===== config.mk =====
export PLATFORM = sky130hd
export DESIGN_NAME = stun_response_mapped_address_parser
export DESIGN_NICKNAME = d
export VERILOG_FILES = /design/src/sv/stunp_pkg.sv /design/src/sv/stunp_in_stage.sv /design/src/sv/stunp_parse_core.sv /design/src/sv/stun_response_mapped_address_parser.sv
export SDC_FILE = /design/constraint.sdc
export NUM_CORES = 1
export LEC_CHECK = 0
export BUFFER_PORTS_ARGS = -buffer_cell sky130_fd_sc_hd__buf_2
export CAP_MARGIN = 20
export CELL_PAD_IN_SITES_DETAIL_PLACEMENT = 1
export CELL_PAD_IN_SITES_GLOBAL_PLACEMENT = 1
export CORE_MARGIN = 2
export CORE_UTILIZATION = 26
export DETAILED_ROUTE_END_ITERATION = 10
export GPL_TIMING_DRIVEN = 0
export HOLD_SLACK_MARGIN = 0.06
export PLACE_DENSITY = 0.47
export SLEW_MARGIN = 25
export SYNTH_ARGS = -nofsm -noshare
export SYNTH_HDL_FRONTEND = slang
export SYNTH_HIERARCHICAL = 1
export SYNTH_SLANG_ARGS = --single-unit

===== constraint.sdc =====
create_clock -name clk -period 18.5 [get_ports clk]
set_clock_uncertainty 0.15 [all_clocks]
set_input_delay 2.775 -clock clk [delete_from_list [all_inputs] [get_ports clk]]
set_output_delay 2.775 -clock clk [all_outputs]
set_load 0.01 [all_outputs]

===== src/sv/stunp_pkg.sv =====
// Shared types and constants for the STUN mapped-address parser.
package stunp_pkg;

    // Default packet size limit and fixed message layout
    localparam int MAX_PACKET_BYTES_DEF = 1024;
    localparam int HDR_BYTES            = 20;
    localparam int LIM_W                = 17;

    // Attribute codes
    localparam logic [15:0] AT_MAPPED = 16'h0001;
    localparam logic [15:0] AT_XOR    = 16'h0020;
    localparam logic [15:0] AT_MS_XOR = 16'h8020;

    typedef enum logic [1:0] {
        KIND_NONE   = 2'd0,
        KIND_MAPPED = 2'd1,
        KIND_XOR    = 2'd2,
        KIND_MS_XOR = 2'd3
    } kind_t;

    typedef enum logic [1:0] {
        ST_OK      = 2'd0,
        ST_SHORT   = 2'd1,
        ST_RUNT    = 2'd2,
        ST_OVERRUN = 2'd3
    } status_t;

    // One request held in the input stage
    typedef struct packed {
        logic       valid;
        logic [7:0] data;
        logic       last;
    } stage_t;

    // One parse result
    typedef struct packed {
        status_t     status;
        logic        truncated;
        logic [1:0]  msg_class;
        logic [11:0] msg_method;
        kind_t       kind;
        logic [15:0] port;
        logic [31:0] addr;
    } result_t;

endpackage


===== src/sv/stunp_in_stage.sv =====
// Input register stage: holds one payload byte request until the parser takes it.
module stunp_in_stage
    import stunp_pkg::*;
(
    input  logic       clk,
    input  logic       rst_n,
    input  logic       in_valid,
    input  logic [7:0] payload_byte,
    input  logic       last_byte,
    input  logic       advance,
    output logic       in_ready,
    output stage_t     stage
);

    logic       valid_reg;
    logic       valid_next;
    logic [7:0] data_reg;
    logic       last_reg;

    // Accept a new request whenever the held one is empty or moves on
    assign in_ready   = !valid_reg || advance;
    assign valid_next = in_valid ? 1'b1 : (advance ? 1'b0 : valid_reg);

    always_ff @(posedge clk or negedge rst_n)
    begin
        if (!rst_n)
        begin
            valid_reg <= 1'b0;
        end
        else if (in_ready)
        begin
            valid_reg <= valid_next;
        end
    end

    // Capture payload on accept
    always_ff @(posedge clk)
    begin
        if (in_valid && in_ready)
        begin
            data_reg <= payload_byte;
            last_reg <= last_byte;
        end
    end

    assign stage.valid = valid_reg;
    assign stage.data  = data_reg;
    assign stage.last  = last_reg;

endmodule


===== src/sv/stunp_parse_core.sv =====
// Per-packet parse state: header capture, attribute walk, address selection.
module stunp_parse_core
    import stunp_pkg::*;
#(
    parameter int MAX_PACKET_BYTES = MAX_PACKET_BYTES_DEF
)
(
    input  logic    clk,
    input  logic    rst_n,
    input  stage_t  stage,
    input  logic    advance,
    output result_t result
);

    localparam int POS_W = $clog2(MAX_PACKET_BYTES + 1);
    localparam logic [POS_W-1:0] P_MAX = POS_W'(MAX_PACKET_BYTES);
    localparam logic [POS_W-1:0] P_HDR = POS_W'(HDR_BYTES);

    logic [POS_W-1:0] pos_reg, pos_next;
    logic [15:0]      adv_len_reg, adv_len_next;
    logic [15:0]      type_reg, type_next;
    logic [31:0]      cookie_reg, cookie_next;
    logic [POS_W-1:0] start_reg, start_next;
    logic [15:0]      code_reg, code_next;
    logic [15:0]      alen_reg, alen_next;
    logic [7:0]       family_reg, family_next;
    logic [15:0]      pport_reg, pport_next;
    logic [31:0]      paddr_reg, paddr_next;
    kind_t            best_kind_reg, best_kind_next;
    logic [15:0]      best_port_reg, best_port_next;
    logic [31:0]      best_addr_reg, best_addr_next;
    status_t          stop_reg, stop_next;

    logic [7:0]       b;
    logic [LIM_W-1:0] limit;
    logic [LIM_W-1:0] span;
    logic [POS_W-1:0] rel;
    logic             in_attr;
    logic             halt;
    logic             offer;
    logic             fam_ok;
    logic [31:0]      mask;

    logic [LIM_W-1:0] limit_n;
    logic [POS_W-1:0] end_pos;
    logic [POS_W-1:0] remain;

    assign b      = stage.data;
    assign limit  = LIM_W'(HDR_BYTES) + LIM_W'(adv_len_reg);
    assign span   = limit - LIM_W'(start_reg);
    assign rel    = pos_reg - start_reg;
    assign in_attr = (stop_reg == ST_OK) && (LIM_W'(start_reg) < limit)
                     && (pos_reg >= start_reg);

    // Next-state logic for one payload byte
    always_comb
    begin
        pos_next       = pos_reg;
        adv_len_next   = adv_len_reg;
        type_next      = type_reg;
        cookie_next    = cookie_reg;
        start_next     = start_reg;
        code_next      = code_reg;
        alen_next      = alen_reg;
        family_next    = family_reg;
        pport_next     = pport_reg;
        paddr_next     = paddr_reg;
        best_kind_next = best_kind_reg;
        best_port_next = best_port_reg;
        best_addr_next = best_addr_reg;
        stop_next      = stop_reg;
        halt           = 1'b0;
        offer          = 1'b0;
        fam_ok         = 1'b0;
        mask           = 32'd0;

        if (advance && (pos_reg < P_MAX))
        begin
            pos_next = pos_reg + POS_W'(1);
            if (pos_reg < P_HDR)
            begin
                // Capture header words
                if (pos_reg < POS_W'(2))
                begin
                    type_next = {type_reg[7:0], b};
                end
                else if (pos_reg < POS_W'(4))
                begin
                    adv_len_next = {adv_len_reg[7:0], b};
                end
                else if (pos_reg < POS_W'(8))
                begin
                    cookie_next = {cookie_reg[23:0], b};
                end
            end
            else if (in_attr)
            begin
                // Walk attribute type, length and value
                if (rel == POS_W'(0))
                begin
                    code_next   = {8'd0, b};
                    alen_next   = 16'd0;
                    family_next = 8'd0;
                    pport_next  = 16'd0;
                    paddr_next  = 32'd0;
                end
                else if (rel == POS_W'(1))
                begin
                    code_next = {code_reg[7:0], b};
                end
                else if (rel == POS_W'(2))
                begin
                    alen_next = {8'd0, b};
                end
                else if (rel == POS_W'(3))
                begin
                    alen_next = {alen_reg[7:0], b};
                    if (span < LIM_W'(4))
                    begin
                        stop_next = ST_RUNT;
                        halt      = 1'b1;
                    end
                    else if ((LIM_W'(alen_next) + LIM_W'(4)) > span)
                    begin
                        stop_next = ST_OVERRUN;
                        halt      = 1'b1;
                    end
                end
                else if (rel == POS_W'(5))
                begin
                    family_next = b;
                end
                else if ((rel == POS_W'(6)) || (rel == POS_W'(7)))
                begin
                    pport_next = {pport_reg[7:0], b};
                end
                else if ((rel >= POS_W'(8)) && (rel <= POS_W'(11)))
                begin
                    paddr_next = {paddr_reg[23:0], b};
                end

                // Offer a finished attribute and step to the next one
                if (!halt && (rel >= POS_W'(3))
                    && (LIM_W'(rel) == (LIM_W'(alen_next) + LIM_W'(3))))
                begin
                    start_next = pos_reg + POS_W'(1);
                    fam_ok     = (alen_next >= 16'd8) && (family_next == 8'd1);
                    mask       = cookie_reg;
                    case (code_reg)
                        AT_MAPPED:
                        begin
                            offer = fam_ok && (best_kind_reg != KIND_XOR)
                                    && (best_kind_reg != KIND_MS_XOR);
                            mask  = 32'd0;
                            if (offer)
                            begin
                                best_kind_next = KIND_MAPPED;
                            end
                        end
                        AT_MS_XOR:
                        begin
                            offer = fam_ok && (best_kind_reg != KIND_XOR);
                            if (offer)
                            begin
                                best_kind_next = KIND_MS_XOR;
                            end
                        end
                        AT_XOR:
                        begin
                            offer = fam_ok;
                            if (offer)
                            begin
                                best_kind_next = KIND_XOR;
                            end
                        end
                        default:
                        begin
                            offer = 1'b0;
                        end
                    endcase
                    if (offer)
                    begin
                        best_port_next = pport_next ^ mask[31:16];
                        best_addr_next = paddr_next ^ mask;
                    end
                end
            end
        end
    end

    // Build the result from the state after this byte
    assign limit_n = LIM_W'(HDR_BYTES) + LIM_W'(adv_len_next);
    assign end_pos = (limit_n < LIM_W'(pos_next)) ? limit_n[POS_W-1:0] : pos_next;
    assign remain  = end_pos - start_next;

    always_comb
    begin
        result = '0;
        if (pos_next < P_HDR)
        begin
            result.status = ST_SHORT;
        end
        else
        begin
            result.status = stop_next;
            if ((stop_next == ST_OK) && (start_next < end_pos))
            begin
                result.status = (remain < POS_W'(4)) ? ST_RUNT : ST_OVERRUN;
            end
            result.truncated  = LIM_W'(adv_len_next) > LIM_W'(pos_next - P_HDR);
            result.msg_class  = {type_next[8], type_next[4]};
            result.msg_method = {type_next[13:9], type_next[7:5], type_next[3:0]};
            result.kind       = best_kind_next;
            result.port       = best_port_next;
            result.addr       = best_addr_next;
        end
    end

    // Advance state; clear it at the end of a packet
    always_ff @(posedge clk or negedge rst_n)
    begin
        if (!rst_n)
        begin
            pos_reg       <= '0;
            adv_len_reg   <= '0;
            type_reg      <= '0;
            cookie_reg    <= '0;
            start_reg     <= P_HDR;
            code_reg      <= '0;
            alen_reg      <= '0;
            family_reg    <= '0;
            pport_reg     <= '0;
            paddr_reg     <= '0;
            best_kind_reg <= KIND_NONE;
            best_port_reg <= '0;
            best_addr_reg <= '0;
            stop_reg      <= ST_OK;
        end
        else if (advance)
        begin
            if (stage.last)
            begin
                pos_reg       <= '0;
                adv_len_reg   <= '0;
                type_reg      <= '0;
                cookie_reg    <= '0;
                start_reg     <= P_HDR;
                code_reg      <= '0;
                alen_reg      <= '0;
                family_reg    <= '0;
                pport_reg     <= '0;
                paddr_reg     <= '0;
                best_kind_reg <= KIND_NONE;
                best_port_reg <= '0;
                best_addr_reg <= '0;
                stop_reg      <= ST_OK;
            end
            else
            begin
                pos_reg       <= pos_next;
                adv_len_reg   <= adv_len_next;
                type_reg      <= type_next;
                cookie_reg    <= cookie_next;
                start_reg     <= start_next;
                code_reg      <= code_next;
                alen_reg      <= alen_next;
                family_reg    <= family_next;
                pport_reg     <= pport_next;
                paddr_reg     <= paddr_next;
                best_kind_reg <= best_kind_next;
                best_port_reg <= best_port_next;
                best_addr_reg <= best_addr_next;
                stop_reg      <= stop_next;
            end
        end
    end

endmodule


===== src/sv/stun_response_mapped_address_parser.sv =====
// A last byte passes the input stage, then its result goes to the result register.
// Throughput: one payload byte per cycle; the parse state updates once per byte.
// The result register frees the input side: bytes keep flowing while a result waits,
// and only a last byte stalls if the previous result has not yet been taken.
// Reset: asynchronous active-low rst_n clears the input and result valid flags and
// the parse state; the parser is ready in the first cycle after reset.
module stun_response_mapped_address_parser
    import stunp_pkg::*;
#(
    parameter int MAX_PACKET_BYTES = MAX_PACKET_BYTES_DEF
)
(
    input  logic        clk,
    input  logic        rst_n,
    input  logic        in_valid,
    output logic        in_ready,
    input  logic [7:0]  payload_byte,
    input  logic        last_byte,
    output logic        out_valid,
    input  logic        out_ready,
    output logic [1:0]  parse_status,
    output logic        length_truncated,
    output logic [1:0]  message_class,
    output logic [11:0] message_method,
    output logic [1:0]  address_kind,
    output logic [15:0] mapped_port,
    output logic [31:0] mapped_address
);

    stage_t  stage;
    result_t result;
    result_t res_reg;
    logic    out_valid_reg;
    logic    slot_free;
    logic    advance;

    // Move the held byte on unless it ends a packet and the result slot is full
    assign slot_free = !out_valid_reg || out_ready;
    assign advance   = stage.valid && (!stage.last || slot_free);

    stunp_in_stage u_in_stage (
        .clk          (clk),
        .rst_n        (rst_n),
        .in_valid     (in_valid),
        .payload_byte (payload_byte),
        .last_byte    (last_byte),
        .advance      (advance),
        .in_ready     (in_ready),
        .stage        (stage)
    );

    stunp_parse_core #(
        .MAX_PACKET_BYTES (MAX_PACKET_BYTES)
    ) u_parse_core (
        .clk     (clk),
        .rst_n   (rst_n),
        .stage   (stage),
        .advance (advance),
        .result  (result)
    );

    // Hold the result until taken
    always_ff @(posedge clk or negedge rst_n)
    begin
        if (!rst_n)
        begin
            out_valid_reg <= 1'b0;
        end
        else if (slot_free)
        begin
            out_valid_reg <= advance && stage.last;
        end
    end

    always_ff @(posedge clk)
    begin
        if (advance && stage.last)
        begin
            res_reg <= result;
        end
    end

    assign out_valid        = out_valid_reg;
    assign parse_status     = res_reg.status;
    assign length_truncated = res_reg.truncated;
    assign message_class    = res_reg.msg_class;
    assign message_method   = res_reg.msg_method;
    assign address_kind     = res_reg.kind;
    assign mapped_port      = res_reg.port;
    assign mapped_address   = res_reg.addr;

endmodule


* Yosys cells after proc, flatten, opt, wreduce, memory -nomap -nowiden
Index checks and enable logic that the tools add are counted.
** Storage, ports and cells
- Flip-flop bits (word level) :: 302
- Input bits :: 13
- Output and inout bits :: 69
- Word-level logic and storage cells :: 237
** Cells by class
- $add $sub $neg :: 9
- Order comparisons :: 18
- Equality and inequality tests :: 16
- Mux-type cells :: 133
- Bitwise operators :: 2
- Reduce and logical (&&, ||, !) cells :: 34
** Operators by type and width (number)
- 32-bit 2-to-1 mux :: 31
- 16-bit 2-to-1 mux :: 41
- 8-bit 2-to-1 mux :: 12
- 11-bit 2-to-1 mux :: 8
- 14-bit 2-to-1 mux :: 4
- 2-bit 2-to-1 mux :: 19
- 5-bit by 16-bit adder with 17-bit output, first input constant :: 2
- 11-bit by 3-bit == test with 1-bit output, second input constant :: 3
- 32-bit XOR :: 1
- 11-bit by 2-bit == test with 1-bit output, second input constant :: 2
- 11-bit by 3-bit < comparator with 1-bit output, second input constant :: 2
- 11-bit by 5-bit < comparator with 1-bit output, second input constant :: 2
- 11-bit subtractor :: 2
- 16-bit by 2-bit adder with 17-bit output, second input constant :: 1
- 16-bit by 3-bit adder with 17-bit output, second input constant :: 1
- 11-bit by 17-bit == test with 1-bit output :: 1
- 16-bit by 17-bit > comparator with 1-bit output :: 1
- 17-bit > comparator :: 1
- 11-bit by 17-bit < comparator with 1-bit output :: 1
- 17-bit by 11-bit < comparator with 1-bit output :: 1
- 17-bit by 3-bit < comparator with 1-bit output, second input constant :: 1
- 17-bit by 11-bit subtractor with 17-bit output :: 1
- 16-bit by 1-bit == test with 1-bit output, second input constant :: 1
- 16-bit == test, second input constant :: 1
- other kinds (30) :: 72

* Depth between registers and ports, before layout
Gate-level depths: netlist of run 1.
- Depth in word-level cells :: 26
- Gate-level depth with buffers :: 36
- Gate-level depth less buffers :: 33

* Cells and area by module
Netlist of run 1, hierarchy kept.
** By module, submodules not included
- stunp_parse_core :: instances 1, cells each 1838, area an instance 16110.5 µm², sequential area each 5607.9 µm²
- stun_response_mapped_address_parser :: instances 1, cells each 73, area an instance 2075.7 µm², sequential area each 2037.0 µm²
- stunp_in_stage :: instances 1, cells each 15, area an instance 339.1 µm², sequential area each 295.3 µm²

* Worst setup path before layout of run 1
No wires, ideal clock.
- Path kind :: input to register
- From :: input out_ready
- To :: register res_reg, in the netlist parse_status[0], data pin
- Setup time :: 0.270 ns
- Arrival :: 8.243 ns
- Required time :: 18.080 ns
- Setup slack :: 9.837 ns
- Stages on the path :: 30
- Buffers on the path :: 4
- Path through :: nor2b_4 a21boi_2 clkbuf_1 nor4b_1 and4_1 nand2_1 clkbuf_1 mux2i_1 inv_1 ha_1 nor2b_1 o21a_1 o21a_1 o21a_1 o21a_1 o21ai_0 nand2b_1 a21oi_1 o211ai_1 clkbuf_1 buf_1 nor2_1 a21oi_1 ha_1 a21o_1 or2_2 or3_1 a21boi_0 a2111oi_0 a31oi_1
** Between the ends
- Word-level cells in the longest chain between the ends :: 12
- Elaborated cells between the ends (all ways) :: 19
- Those cells by class :: add/sub (2); order compare (4); mux (7); reduce/logical (6)
** RTL lines
- from (decl) :: RTL line stun_response_mapped_address_parser.sv:20 : input logic out_ready,
- 1-bit logical OR * :: RTL line stun_response_mapped_address_parser.sv:38 : assign slot_free = !out_valid_reg || out_ready;
- 1-bit logical OR * :: RTL line stun_response_mapped_address_parser.sv:39 : assign advance = stage.valid && (!stage.last || slot_free);
- 1-bit logical AND * :: RTL line stun_response_mapped_address_parser.sv:39
- named net advance :: RTL line stun_response_mapped_address_parser.sv:35 : logic advance;
- 1-bit logical AND * :: RTL line stunp_parse_core.sv:77 : if (advance && (pos_reg < P_MAX))
- 16-bit 2-to-1 mux :: RTL line stunp_parse_core.sv:77
- 5-bit by 16-bit adder with 17-bit output :: RTL line stunp_parse_core.sv:192 : assign limit_n = LIM_W'(HDR_BYTES) + LIM_W'(adv_len_next);
- 17-bit by 11-bit < comparator with 1-bit output :: RTL line stunp_parse_core.sv:193 : assign end_pos = (limit_n < LIM_W'(pos_next)) ? limit_n[POS_W-1:0] : pos_next;
- 11-bit 2-to-1 mux :: RTL line stunp_parse_core.sv:193
- 11-bit subtractor :: RTL line stunp_parse_core.sv:194 : assign remain = end_pos - start_next;
- 11-bit by 3-bit < comparator with 1-bit output :: RTL line stunp_parse_core.sv:208 : result.status = (remain < POS_W'(4)) ? ST_RUNT : ST_OVERRUN;
- 1-bit 2-to-1 mux :: RTL line stunp_parse_core.sv:208
- 2-bit 2-to-1 mux :: RTL line stunp_parse_core.sv:206 : if ((stop_next == ST_OK) && (start_next < end_pos))
- to (signal assigned) :: RTL line stun_response_mapped_address_parser.sv:79 : res_reg <= result;
- to (decl) :: RTL line stun_response_mapped_address_parser.sv:32 : result_t res_reg;
The timed path passes the listed nets; every way through them passes the cells marked *.
A chain may end at the register's enable or synchronous reset.

* Worst setup path in the final report of run 1
- From :: register u_parse_core.pos_reg[0]
- To :: register res_reg, in the netlist parse_status[0], data pin
** Between the ends
- Word-level cells in the longest chain between the ends :: 20
- Elaborated cells between the ends (all ways) :: 60
- Those cells by class :: add/sub (5); order compare (10); eq/ne (4); mux (33); reduce/logical (8)
** RTL lines
- from (decl) :: RTL line stunp_parse_core.sv:19 : logic [POS_W-1:0] pos_reg, pos_next;
- from (signal assigned) :: RTL line stunp_parse_core.sv:260 : pos_reg <= pos_next;
- 11-bit subtractor :: RTL line stunp_parse_core.sv:51 : assign rel = pos_reg - start_reg;
- 11-bit by 2-bit == test with 1-bit output :: RTL line stunp_parse_core.sv:115 : else if (rel == POS_W'(3))
- 16-bit 2-to-1 mux / 1-bit 2-to-1 mux (equally long branches) :: RTL line stunp_parse_core.sv:115
- 16-bit 2-to-1 mux / 1-bit 2-to-1 mux (equally long branches) :: RTL line stunp_parse_core.sv:111 : else if (rel == POS_W'(2))
- 16-bit 2-to-1 mux / 1-bit 2-to-1 mux (equally long branches) :: RTL line stunp_parse_core.sv:107 : else if (rel == POS_W'(1))
- 16-bit 2-to-1 mux / 1-bit 2-to-1 mux (equally long branches) :: RTL line stunp_parse_core.sv:99 : if (rel == POS_W'(0))
- 16-bit 2-to-1 mux / 1-bit 2-to-1 mux (equally long branches) :: RTL line stunp_parse_core.sv:96 : else if (in_attr)
- 16-bit 2-to-1 mux / 1-bit 2-to-1 mux (equally long branches) :: RTL line stunp_parse_core.sv:80 : if (pos_reg < P_HDR)
- [... 4 more ...]
- 11-bit 2-to-1 mux :: RTL line stunp_parse_core.sv:143 : if (!halt && (rel >= POS_W'(3))
- 11-bit 2-to-1 mux :: RTL line stunp_parse_core.sv:96
- 11-bit 2-to-1 mux :: RTL line stunp_parse_core.sv:80
- 11-bit 2-to-1 mux :: RTL line stunp_parse_core.sv:77
- 11-bit subtractor :: RTL line stunp_parse_core.sv:194
- 11-bit by 3-bit < comparator with 1-bit output :: RTL line stunp_parse_core.sv:208
- 1-bit 2-to-1 mux :: RTL line stunp_parse_core.sv:208
- 2-bit 2-to-1 mux :: RTL line stunp_parse_core.sv:206
Parallel ways exist; a longest one is shown, timed or not. The select of a mux whose other input is x is not followed.

==> results.py, run 1 <==
metrics = {
    "clock_tree": {
        "clock_tree.root_cell": "clkbuf_16",
        "clkSinkCount": 302,
        "cts.repair_timing.setup_buffer_count": 0,
        "cts_htree_levels": 2,
        "post_cts_resize_count": 0,
        "cts.clk_slew.worst_paths_ns": 0.06,
        "ctsHoldBuffers": 0,
        "cts_tree": "yes",
        "cts_made_buffers": 39,
        "clk_latency_ns": 0.57,
        "bufs_on_longest_clock_path": 3,
    },
    "setup_path": {
        "worst-r2r-cell-count": 33,
        "worst-endpoint-arrival_ns": 10.58,
        "setup.worst_path.class": "reg2reg",
        "crit_fanout": 10,
        "timing.critical_path.max_delay_family": "compound AO/OA/AOI/OAI gates",
        "cp.buffers_inverters": 6,
        "end_kind": "flop",
        "critical_path_startpoint_category": "flop",
        "cpMaxStageDelayCell": "clkbuf_1",
        "cp_num_cells": 33,
        "critical_path_required_ns": 18.65,
        "cpPeakStageDelay_ns": 0.78,
    },
    "cells_and_area": {
        "instances_no_fill": 3023,
        "fillers": 8078,
        "seq_area_um2": 7940,
        "antenna-diode-count": 0,
        "synthToLayoutAreaGrowth_pct": 16.6,
        "share_of_post_route_cells_with_drive_strength_above_1": 0.103,
        "multiInputGateArea_um2": 9830,
        "nets": 2149,
    },
    "yosys": {
        "ys.warnings.count": 6,
        "synthCells": 1926,
        "synth_enable_flop_cells": 76,
        "yosysSeqAreaShare": 0.429,
        "synth_area_leaders": "dfrtp_1 30%, edfxtp_1 12%, a22o_1 7.6%",
        "postSynth.asyncResetShare": 0.748,
        "synth_cell_type_count": 88,
        "synth.cell_area_um2": 18500,
        "postSynth.topFlopCell": "dfrtp_1",
        "synth_top_area_cell": "dfrtp_1",
        "synth.most_common_cell": "nor2_1",
        "synth.ff_latch_count": 302,
        "synth_largest_type_area_fraction": 0.303,
        "syn-num-nets": 2020,
        "syn_area_per_cell_um2": 9.62,
        "synthTopCellsByCount": "251 x nor2_1, 224 x dfrtp_1, 160 x a22o_1",
    },
    "job": {
        "drv.max_cap_violation_count": 0,
    },
    "route": {
        "detail_route.wirelength_mm": 68.4,
        "antenna_violating_nets_post_route": 0,
        "drt_iter0_markers": 907,
        "post_drt_via_cell_ratio": 5.11,
        "detailroute.via_count": 15400,
        "1st_pass_router_iterations": 5,
        "drc_errors": 0,
        "post_drt_wl_per_cell_um": 22.6,
    },
    "pwr": {
        "cellLeakagePower_uw": 0.00911,
        "peakVddDrop_uv": 113,
        "finalPower_uw": 2330,
        "pwr_density_cell_nw_per_um2": 108,
    },
    "placement": {
        "dp_worst_setup_slack_ns": 7.73,
        "place_inst": 2953,
        "finalWeightedCongestion": 0.869,
        "place.detailed.hpwl_mm": 51.9,
        "io_buffers": 81,
    },
    "timing": {
        "setup_violations": 0,
        "finalMaxSlewViolations": 0,
        "final_period_minus_worst_setup_slack_ns": 10.43,
        "grt_setup_unrepaired": "false",
        "final_hold_slack_ns": 0.335,
        "timing.final.hold_violations": 0,
        "worst_slew_margin_rel": 0.254,
        "fin_tns_setup_ns": 0,
        "max_clock_freq_mhz": 95.9,
        "setup_slack_ns": 8.07,
        "post_route_clock_period_utilization": 0.564,
        "max_slew.worst_pin.slew_ns": 1.12,
    },
    "global_route": {
        "wire_length_of_the_first_global_routing_pass_mm": 104,
        "grt.busiest_layer": "met2",
        "grtUsageMet2": 0.301,
        "first_global_vias": 16000,
        "grt.met3_usage": 0.0228,
        "all_layer_global_routing_usage": 0.185,
        "grt_start_max_net_pins": 69,
        "grt_overflow": 0,
        "grt_util_met1": 0.258,
        "antenna_found_initial": 1,
    },
    "run_status": {
        "outcome": "finished clean",
    },
    "floorplan": {
        "ios": 82,
        "chipWidth_um": 271,
        "die_y_um": 271,
        "floorplan.initialDensity": 0.264,
        "core_area_um2": 70300,
        "die_area_um2": 73400,
        "num_rows": 97,
    },
    "worst_hold_path": {
        "min_delay_path_depth": 2,
        "min_path_type": "reg2reg",
    },
}
cells in the final DEF, fill, tap and decap left out, types with 12 or more instances in the layout:
cell type	synthesis	layout
and2_1	12	12
a21oi_1	76	76
mux2i_1	83	83
a21o_1	17	17
edfxtp_1	76	76
nand3_1	40	40
o21ai_0	60	60
clkbuf_16	0	40
o2bb2ai_1	23	23
nor4_1	22	22
nor2b_1	12	12
xnor2_1	105	105
xor2_1	28	28
nor3_1	69	68
dfrtp_1	224	224
clkbuf_1	92	95
nand4_1	25	25
a22o_1	160	160
nand2b_1	23	23
inv_1	63	63
nand2_1	127	127
buf_1	12	12
ha_1	79	79
nor2_1	251	250
o21a_1	30	30
o22ai_1	12	12
buf_2	16	96
routing by layer:
layer / vias up / wire [µm]
li1: 7258 / -
met4: 0 / 1570
met5: - / 0
met1: 7865 / 32700
met3: 81 / 2200
met2: 229 / 31900
through the flow:
stage               area, µm²   util
global route            21600  0.307
finish                  21600  0.307
CTS                     21600  0.307
floorplan               18500      -
detailed placement      20300  0.289
global placement        20100  0.286
area by class of cell:
type                    count  area share
clock inverters            20     0.00997
repair buffers             88      0.0264
inverters                  64      0.0111
well taps                 940      0.0545
multi-input cells        1433       0.455
plain buffers             127      0.0250
clock buffers              49      0.0502
flip-flops and latches    302       0.368
path summary, 6_finish.rpt:
path	from	endpoint	slack (ns)
setup / recovery	u_parse_core/pos_reg[0]	parse_status[0]	8.07
hold / removal	u_parse_core/code_reg[14]	u_parse_core/code_reg[14]	0.34
setup reg to reg	u_parse_core/pos_reg[0]	parse_status[0]	8.07
hold reg to reg	u_parse_core/code_reg[14]	u_parse_core/code_reg[14]	0.34
max in group asynchronous	rst_n	u_parse_core/code_reg[1]	15.19
min in group asynchronous	rst_n	out_valid	2.02
where the power goes:
group / leakage [µW] / switching (µW) / internal [µW]
clock network: 0.000652 / 316 / 472
registers: 0.00383 / 27.3 / 719
logic: 0.00462 / 488 / 309
total: 0.00911 / 831 / 1500
tightest hold or removal path, cell delays in order (launching register included):
cell and delay (ns):
dfrtp_1 0.34, nand2_1 0.05, o21ai_0 0.06
cell families after synthesis:
logic type,after synthesis,synth area share
muxes,92,0.0509
AOI/OAI and AO/OA,477,0.192
adders and majority gates,81,0.0555
buffers and inverters,191,0.0420
xor gates and xnor gates,134,0.0642
and+or+nand+nor,649,0.167
DFF,302,0.429
Power figures use the tool's default switching activity.
==> run 2, diff against run 1 <==
Clock period 18.5 ns to 9.7 ns, I/O delays scaled along.
==> results.py, run 2 (synthesis gave the netlist of run 1 again) <==
metrics = {
    "route": {
        "drc_errors": 0,
        "1st_pass_router_iterations": 4,
        "antenna_violating_nets_post_route": 0,
        "detailroute.via_count": 15400,
        "drt_iter0_markers": 869,
        "post_drt_wl_per_cell_um": 22.6,
        "post_drt_via_cell_ratio": 5.10,
        "detail_route.wirelength_mm": 68.2,
    },
    "timing": {
        "finalMaxSlewViolations": 0,
        "max_slew.worst_pin.slew_ns": 1.06,
        "max_clock_freq_mhz": 109,
        "post_route_clock_period_utilization": 0.942,
        "setup_violations": 0,
        "worst_slew_margin_rel": 0.295,
        "grt_setup_unrepaired": "false",
        "timing.final.hold_violations": 0,
        "setup_slack_ns": 0.567,
        "final_period_minus_worst_setup_slack_ns": 9.13,
    },
    "cells_and_area": {
        "mostFrequentLayoutCells": "250 x nor2_1, 224 x dfrtp_1, 160 x a22o_1",
        "fillers": 8074,
        "most_frequent_standard_cell_in_the_layout_excluding_fill_and_tap_cells": "nor2_1",
        "antenna-diode-count": 0,
        "fin_area_um2": 21600,
        "synthToLayoutAreaGrowth_pct": 16.8,
        "seq_area_um2": 7940,
        "share_of_post_route_cells_with_drive_strength_above_1": 0.106,
        "multiInputGateArea_um2": 9860,
        "nets": 2150,
    },
    "clock_tree": {
        "clk_latency_ns": 0.57,
        "bufs_on_longest_clock_path": 3,
        "clkSinkCount": 302,
        "clock_tree.root_cell": "clkbuf_16",
        "ctsHoldBuffers": 0,
        "cts.clk_slew.worst_paths_ns": 0.06,
        "cts_tree": "yes",
        "cts_made_buffers": 39,
        "cts_htree_levels": 2,
    },
    "setup_path": {
        "worst-endpoint-arrival_ns": 9.29,
        "crit_fanout": 10,
        "worst-r2r-cell-count": 33,
        "ff2ff_setup_slack_ns": 0.57,
        "cpMaxStageDelayCell": "fa_1",
        "end_kind": "flop",
        "timing.critical_path.to": "parse_status[0]",
        "critical_path_required_ns": 9.85,
        "critical_path_startpoint_category": "flop",
        "timing.rr.start": "u_parse_core/pos_reg[0]",
        "setup.worst_path.class": "reg2reg",
        "cpPeakStageDelay_ns": 0.46,
        "rr_endpoint": "parse_status[0]",
        "timing.critical_path.from": "u_parse_core/pos_reg[0]",
    },
    "floorplan": {
        "ios": 82,
        "chipWidth_um": 271,
        "die_area_um2": 73400,
        "num_rows": 97,
        "floorplan.initialDensity": 0.264,
        "die_y_um": 271,
        "core_area_um2": 70300,
    },
    "placement": {
        "io_buffers": 81,
        "place.detailed.hpwl_mm": 51.9,
        "detailed_place.area_um2": 20300,
        "dp_worst_setup_slack_ns": -0.869,
        "finalWeightedCongestion": 0.869,
    },
    "run_status": {
        "outcome": "finished clean",
    },
    "pwr": {
        "total_switching_power_uw": 1590,
        "peakVddDrop_uv": 218,
        "share_seq_of_total_power": 0.320,
        "clock_power_share": 0.338,
        "share_of_power_burned_in_combinational_logic": 0.342,
        "int_pwr_uw": 2860,
        "cellLeakagePower_uw": 0.00916,
        "switching_portion_of_total_power": 0.357,
        "pwr_density_cell_nw_per_um2": 206,
    },
    "global_route": {
        "wire_length_of_the_first_global_routing_pass_mm": 104,
        "antenna_found_initial": 0,
        "all_layer_global_routing_usage": 0.185,
        "grt_overflow": 0,
        "grt_start_max_net_pins": 69,
        "first_global_vias": 16100,
    },
    "worst_hold_path": {
        "min_path_type": "reg2reg",
        "min_delay_path_depth": 2,
    },
    "job": {
        "drv.max_cap_violation_count": 0,
    },
}
run 2: per-layer routing:
layer / vias to the layer above / GRT usage / share of wire / wire length (µm)
li1: 7263 / - / - / -
met1: 7860 / 0.257 / 0.48 / 32600
met2: 219 / 0.298 / 0.46 / 31500
met3: 87 / 0.0240 / 0.033 / 2280
met4: 0 / 0.0561 / 0.027 / 1820
met5: - / 0 / 0 / 0
run 2: worst min-delay path by stage:
| stage | start | endpoint | slack, ns |
|---|---|---|---|
| 6_report | u_parse_core/code_reg[14] | u_parse_core/code_reg[14] | 0.33 |
| 5_1_grt | u_parse_core/best_addr_reg[26] | u_parse_core/best_addr_reg[26] | 0.36 |
| 3_5_place_dp | u_parse_core/code_reg[9] | u_parse_core/code_reg[9] | 0.33 |
| 4_1_cts | u_parse_core/code_reg[9] | u_parse_core/code_reg[9] | 0.34 |
| 3_3_place_gp | u_parse_core/code_reg[9] | u_parse_core/code_reg[9] | 0.32 |
| 2_1_floorplan | u_parse_core/alen_reg[14] | u_parse_core/alen_reg[14] | 0.30 |
run 2: through the flow:
step	TNS, ns	hold WS (ns)	total power [µW]	std cells	util
floorplan	0	0.300	2510	1926	-
global placement	-1.35	0.319	2930	2947	0.286
detailed placement	-1.45	0.325	2970	2953	0.289
CTS	0	0.336	4510	3021	0.307
global route	0	0.358	4740	3024	0.308
finish	0	0.334	4450	3024	0.308
run 2: what timing repair did:
item | CTS | global route
endpoints found under the setup margin | 23 | 2
pin swaps | 1 | 1
gates cloned | 0 | 0
resized for setup | 3 | 7
setup buffers | 1 | 2
run 2: power groups by stage:
| stage | combinational (µW) | clock, µW | sequential, µW |
|---|---|---|---|
| after floorplan | 1070 | 0 | 1440 |
| after global placement | 1480 | 0 | 1450 |
| after detailed placement | 1520 | 0 | 1450 |
| after CTS | 1530 | 1550 | 1420 |
| after global routing | 1700 | 1600 | 1430 |
| final | 1520 | 1500 | 1420 |
run 2: area by class of cell:
cell class	instances	share of cell area
Clock inverter	20	0.00994
Tap cell	940	0.0543
Sequential cell	302	0.367
Buffer	125	0.0246
Timing Repair Buffer	91	0.0277
Inverter	64	0.0111
Multi-Input combinational cell	1433	0.455
Clock buffer	49	0.0501
run 2: worst max-delay path, delay by kind of cell, from the launching register on:
family	cells	cell delay, ns
and+or+nand+nor	9	2.36
xor gates and xnor gates	1	0.46
AOI/OAI and AO/OA	12	2.77
DFF	1	0.42
muxes	1	0.11
buffers and inverters	6	1.36
adders and majority gates	4	1.23
==> run 3, diff against run 2 <==
Settings changed: CORE_UTILIZATION 26 to 24, PLACE_DENSITY 0.47 to 0.44.
==> results.py, run 3 (synthesis gave the netlist of run 1 again) <==
metrics = {
    "run_status": {
        "outcome": "finished clean",
    },
    "global_route": {
        "wire_length_of_the_first_global_routing_pass_mm": 106,
        "grt_start_max_net_pins": 83,
        "first_global_vias": 16200,
        "all_layer_global_routing_usage": 0.178,
        "antenna_found_initial": 1,
        "grt_overflow": 0,
    },
    "setup_path": {
        "timing.rr.start": "u_parse_core/start_reg[8]",
        "critPathMostFrequentCell": "a21oi_1",
        "timing.critical_path.from": "u_parse_core/start_reg[8]",
        "worst-endpoint-arrival_ns": 9.19,
        "critical_path_required_ns": 9.86,
        "crit_fanout": 10,
        "cpPeakStageDelay_ns": 0.64,
        "cpMaxStageDelayCell": "nor3_1",
        "setup.worst_path.class": "reg2reg",
        "end_kind": "flop",
        "critical_path_startpoint_category": "flop",
    },
    "clock_tree": {
        "clkSinkCount": 302,
        "cts.clk_slew.worst_paths_ns": 0.06,
        "bufs_on_longest_clock_path": 3,
        "clock_tree.root_cell": "clkbuf_16",
        "cts_made_buffers": 41,
        "cts_tree": "yes",
        "ctsHoldBuffers": 0,
        "clk_latency_ns": 0.58,
        "cts_htree_levels": 2,
    },
    "cells_and_area": {
        "instances_no_fill": 3126,
        "mostFrequentLayoutCells": "250 x nor2_1, 224 x dfrtp_1, 160 x a22o_1",
        "share_of_post_route_cells_with_drive_strength_above_1": 0.108,
        "antenna-diode-count": 0,
        "fillers": 8730,
        "fin_area_um2": 21800,
        "synthToLayoutAreaGrowth_pct": 17.9,
        "postLayoutCoreUtil": 0.287,
        "most_frequent_standard_cell_in_the_layout_excluding_fill_and_tap_cells": "nor2_1",
        "nets": 2158,
    },
    "timing": {
        "worst_slew_margin_rel": 0.284,
        "fin_tns_setup_ns": 0,
        "max_slew.worst_pin.slew_ns": 1.07,
        "timing.final.hold_violations": 0,
        "max_clock_freq_mhz": 111,
        "final_period_minus_worst_setup_slack_ns": 9.03,
        "setup_violations": 0,
        "grt_setup_unrepaired": "false",
        "post_route_clock_period_utilization": 0.931,
        "finalMaxSlewViolations": 0,
    },
    "placement": {
        "place_inst": 3045,
        "place.detailed.hpwl_mm": 53.0,
        "finalWeightedCongestion": 0.830,
        "detailed_place.area_um2": 20400,
        "io_buffers": 81,
    },
    "pwr": {
        "peakVddDrop_uv": 175,
        "cellLeakagePower_uw": 0.00919,
        "pwr_density_cell_nw_per_um2": 205,
    },
    "route": {
        "drt_iter0_markers": 811,
        "post_drt_wl_per_cell_um": 22.5,
        "drc_errors": 0,
        "post_drt_via_cell_ratio": 4.92,
        "antenna_violating_nets_post_route": 0,
        "detailroute.via_count": 15400,
        "1st_pass_router_iterations": 4,
        "detail_route.wirelength_mm": 70.3,
    },
    "floorplan": {
        "chipWidth_um": 282,
        "die_area_um2": 79400,
        "core_area_um2": 76200,
        "floorplan.initialDensity": 0.243,
        "num_rows": 101,
        "ios": 82,
        "die_y_um": 282,
    },
    "worst_hold_path": {
        "worstHoldStart": "u_parse_core/code_reg[9]",
        "min_path_type": "reg2reg",
    },
    "job": {
        "drv.max_cap_violation_count": 0,
    },
}
## run 3: changes by cell type in the layout (fill, tap and decap cells not counted), sizes merged
cell           previous run  this run
inv                      65        64
bufinv                    4         1
clkinvlp                  0         2
clkinv                   15        13
clkdlybuf4s18             0         1
clkbuf                  140       150
buf                     125       130
## run 3: where the power goes
group          total, µW  internal [µW]  switching, µW  leakage (µW)
Sequential          1420           1370           52.0       0.00383
Clock               1530            898            628      0.000656
Combinational       1520            590            934       0.00470
## run 3: final timing paths
kind | endpoint | slack (ns) | cells after the start
max reg2reg | parse_status[0] | 0.67 | 30
min in group asynchronous | u_parse_core/alen_reg[8] | 0.67 | 1
max in group asynchronous | u_parse_core/pport_reg[9] | 7.88 | 2
max | parse_status[0] | 0.67 | 30
min reg2reg | u_parse_core/code_reg[9] | 0.33 | 2
min | u_parse_core/code_reg[9] | 0.33 | 2
## run 3: layout make-up
cell class	count	area, µm²	share of cell area
Multi-Input combinational cell	1433	9860	0.451
Sequential cell	302	7940	0.364
Tap cell	1030	1290	0.0590
Clock buffer	59	1210	0.0553
Timing Repair Buffer	96	632	0.0289
Buffer	126	539	0.0247
Inverter	64	240	0.0110
Clock inverter	16	139	0.00636
## run 3: what timing repair did
item / CTS / global route
buffers inserted: 1 / 6
setup endpoints to repair: 55 / 2
pin swaps: 1 / 2
endpoints found under the hold margin: 0 / 0
gates cloned: 0 / 0
resized for setup: 5 / 8
## run 3: metrics by stage
step                      hold WS (ns)  total power, µW  worst slack (ns)
after global placement           0.318             2950            -0.969
after floorplan                  0.300             2510              2.09
final                            0.332             4470             0.667
after CTS                        0.341             4550            0.0737
after global routing             0.361             4780            0.0370
after detailed placement         0.328             2970            -0.973
## run 3: critical path: cells and delay by family, from the launching register on
family	cells	cell delay, ns
flops	1	0.38
buf+inv	5	1.34
fa+ha+maj	3	0.89
simple gates	11	3.76
mux	1	0.10
compound gates	10	2.16
## run 3: routing by layer
metal,global-route usage,share of wire,up-vias
met5,0,0,-
met4,0.0381,0.017,0
met3,0.0233,0.034,64
met2,0.292,0.47,229
met1,0.249,0.48,7795
li1,-,-,7285
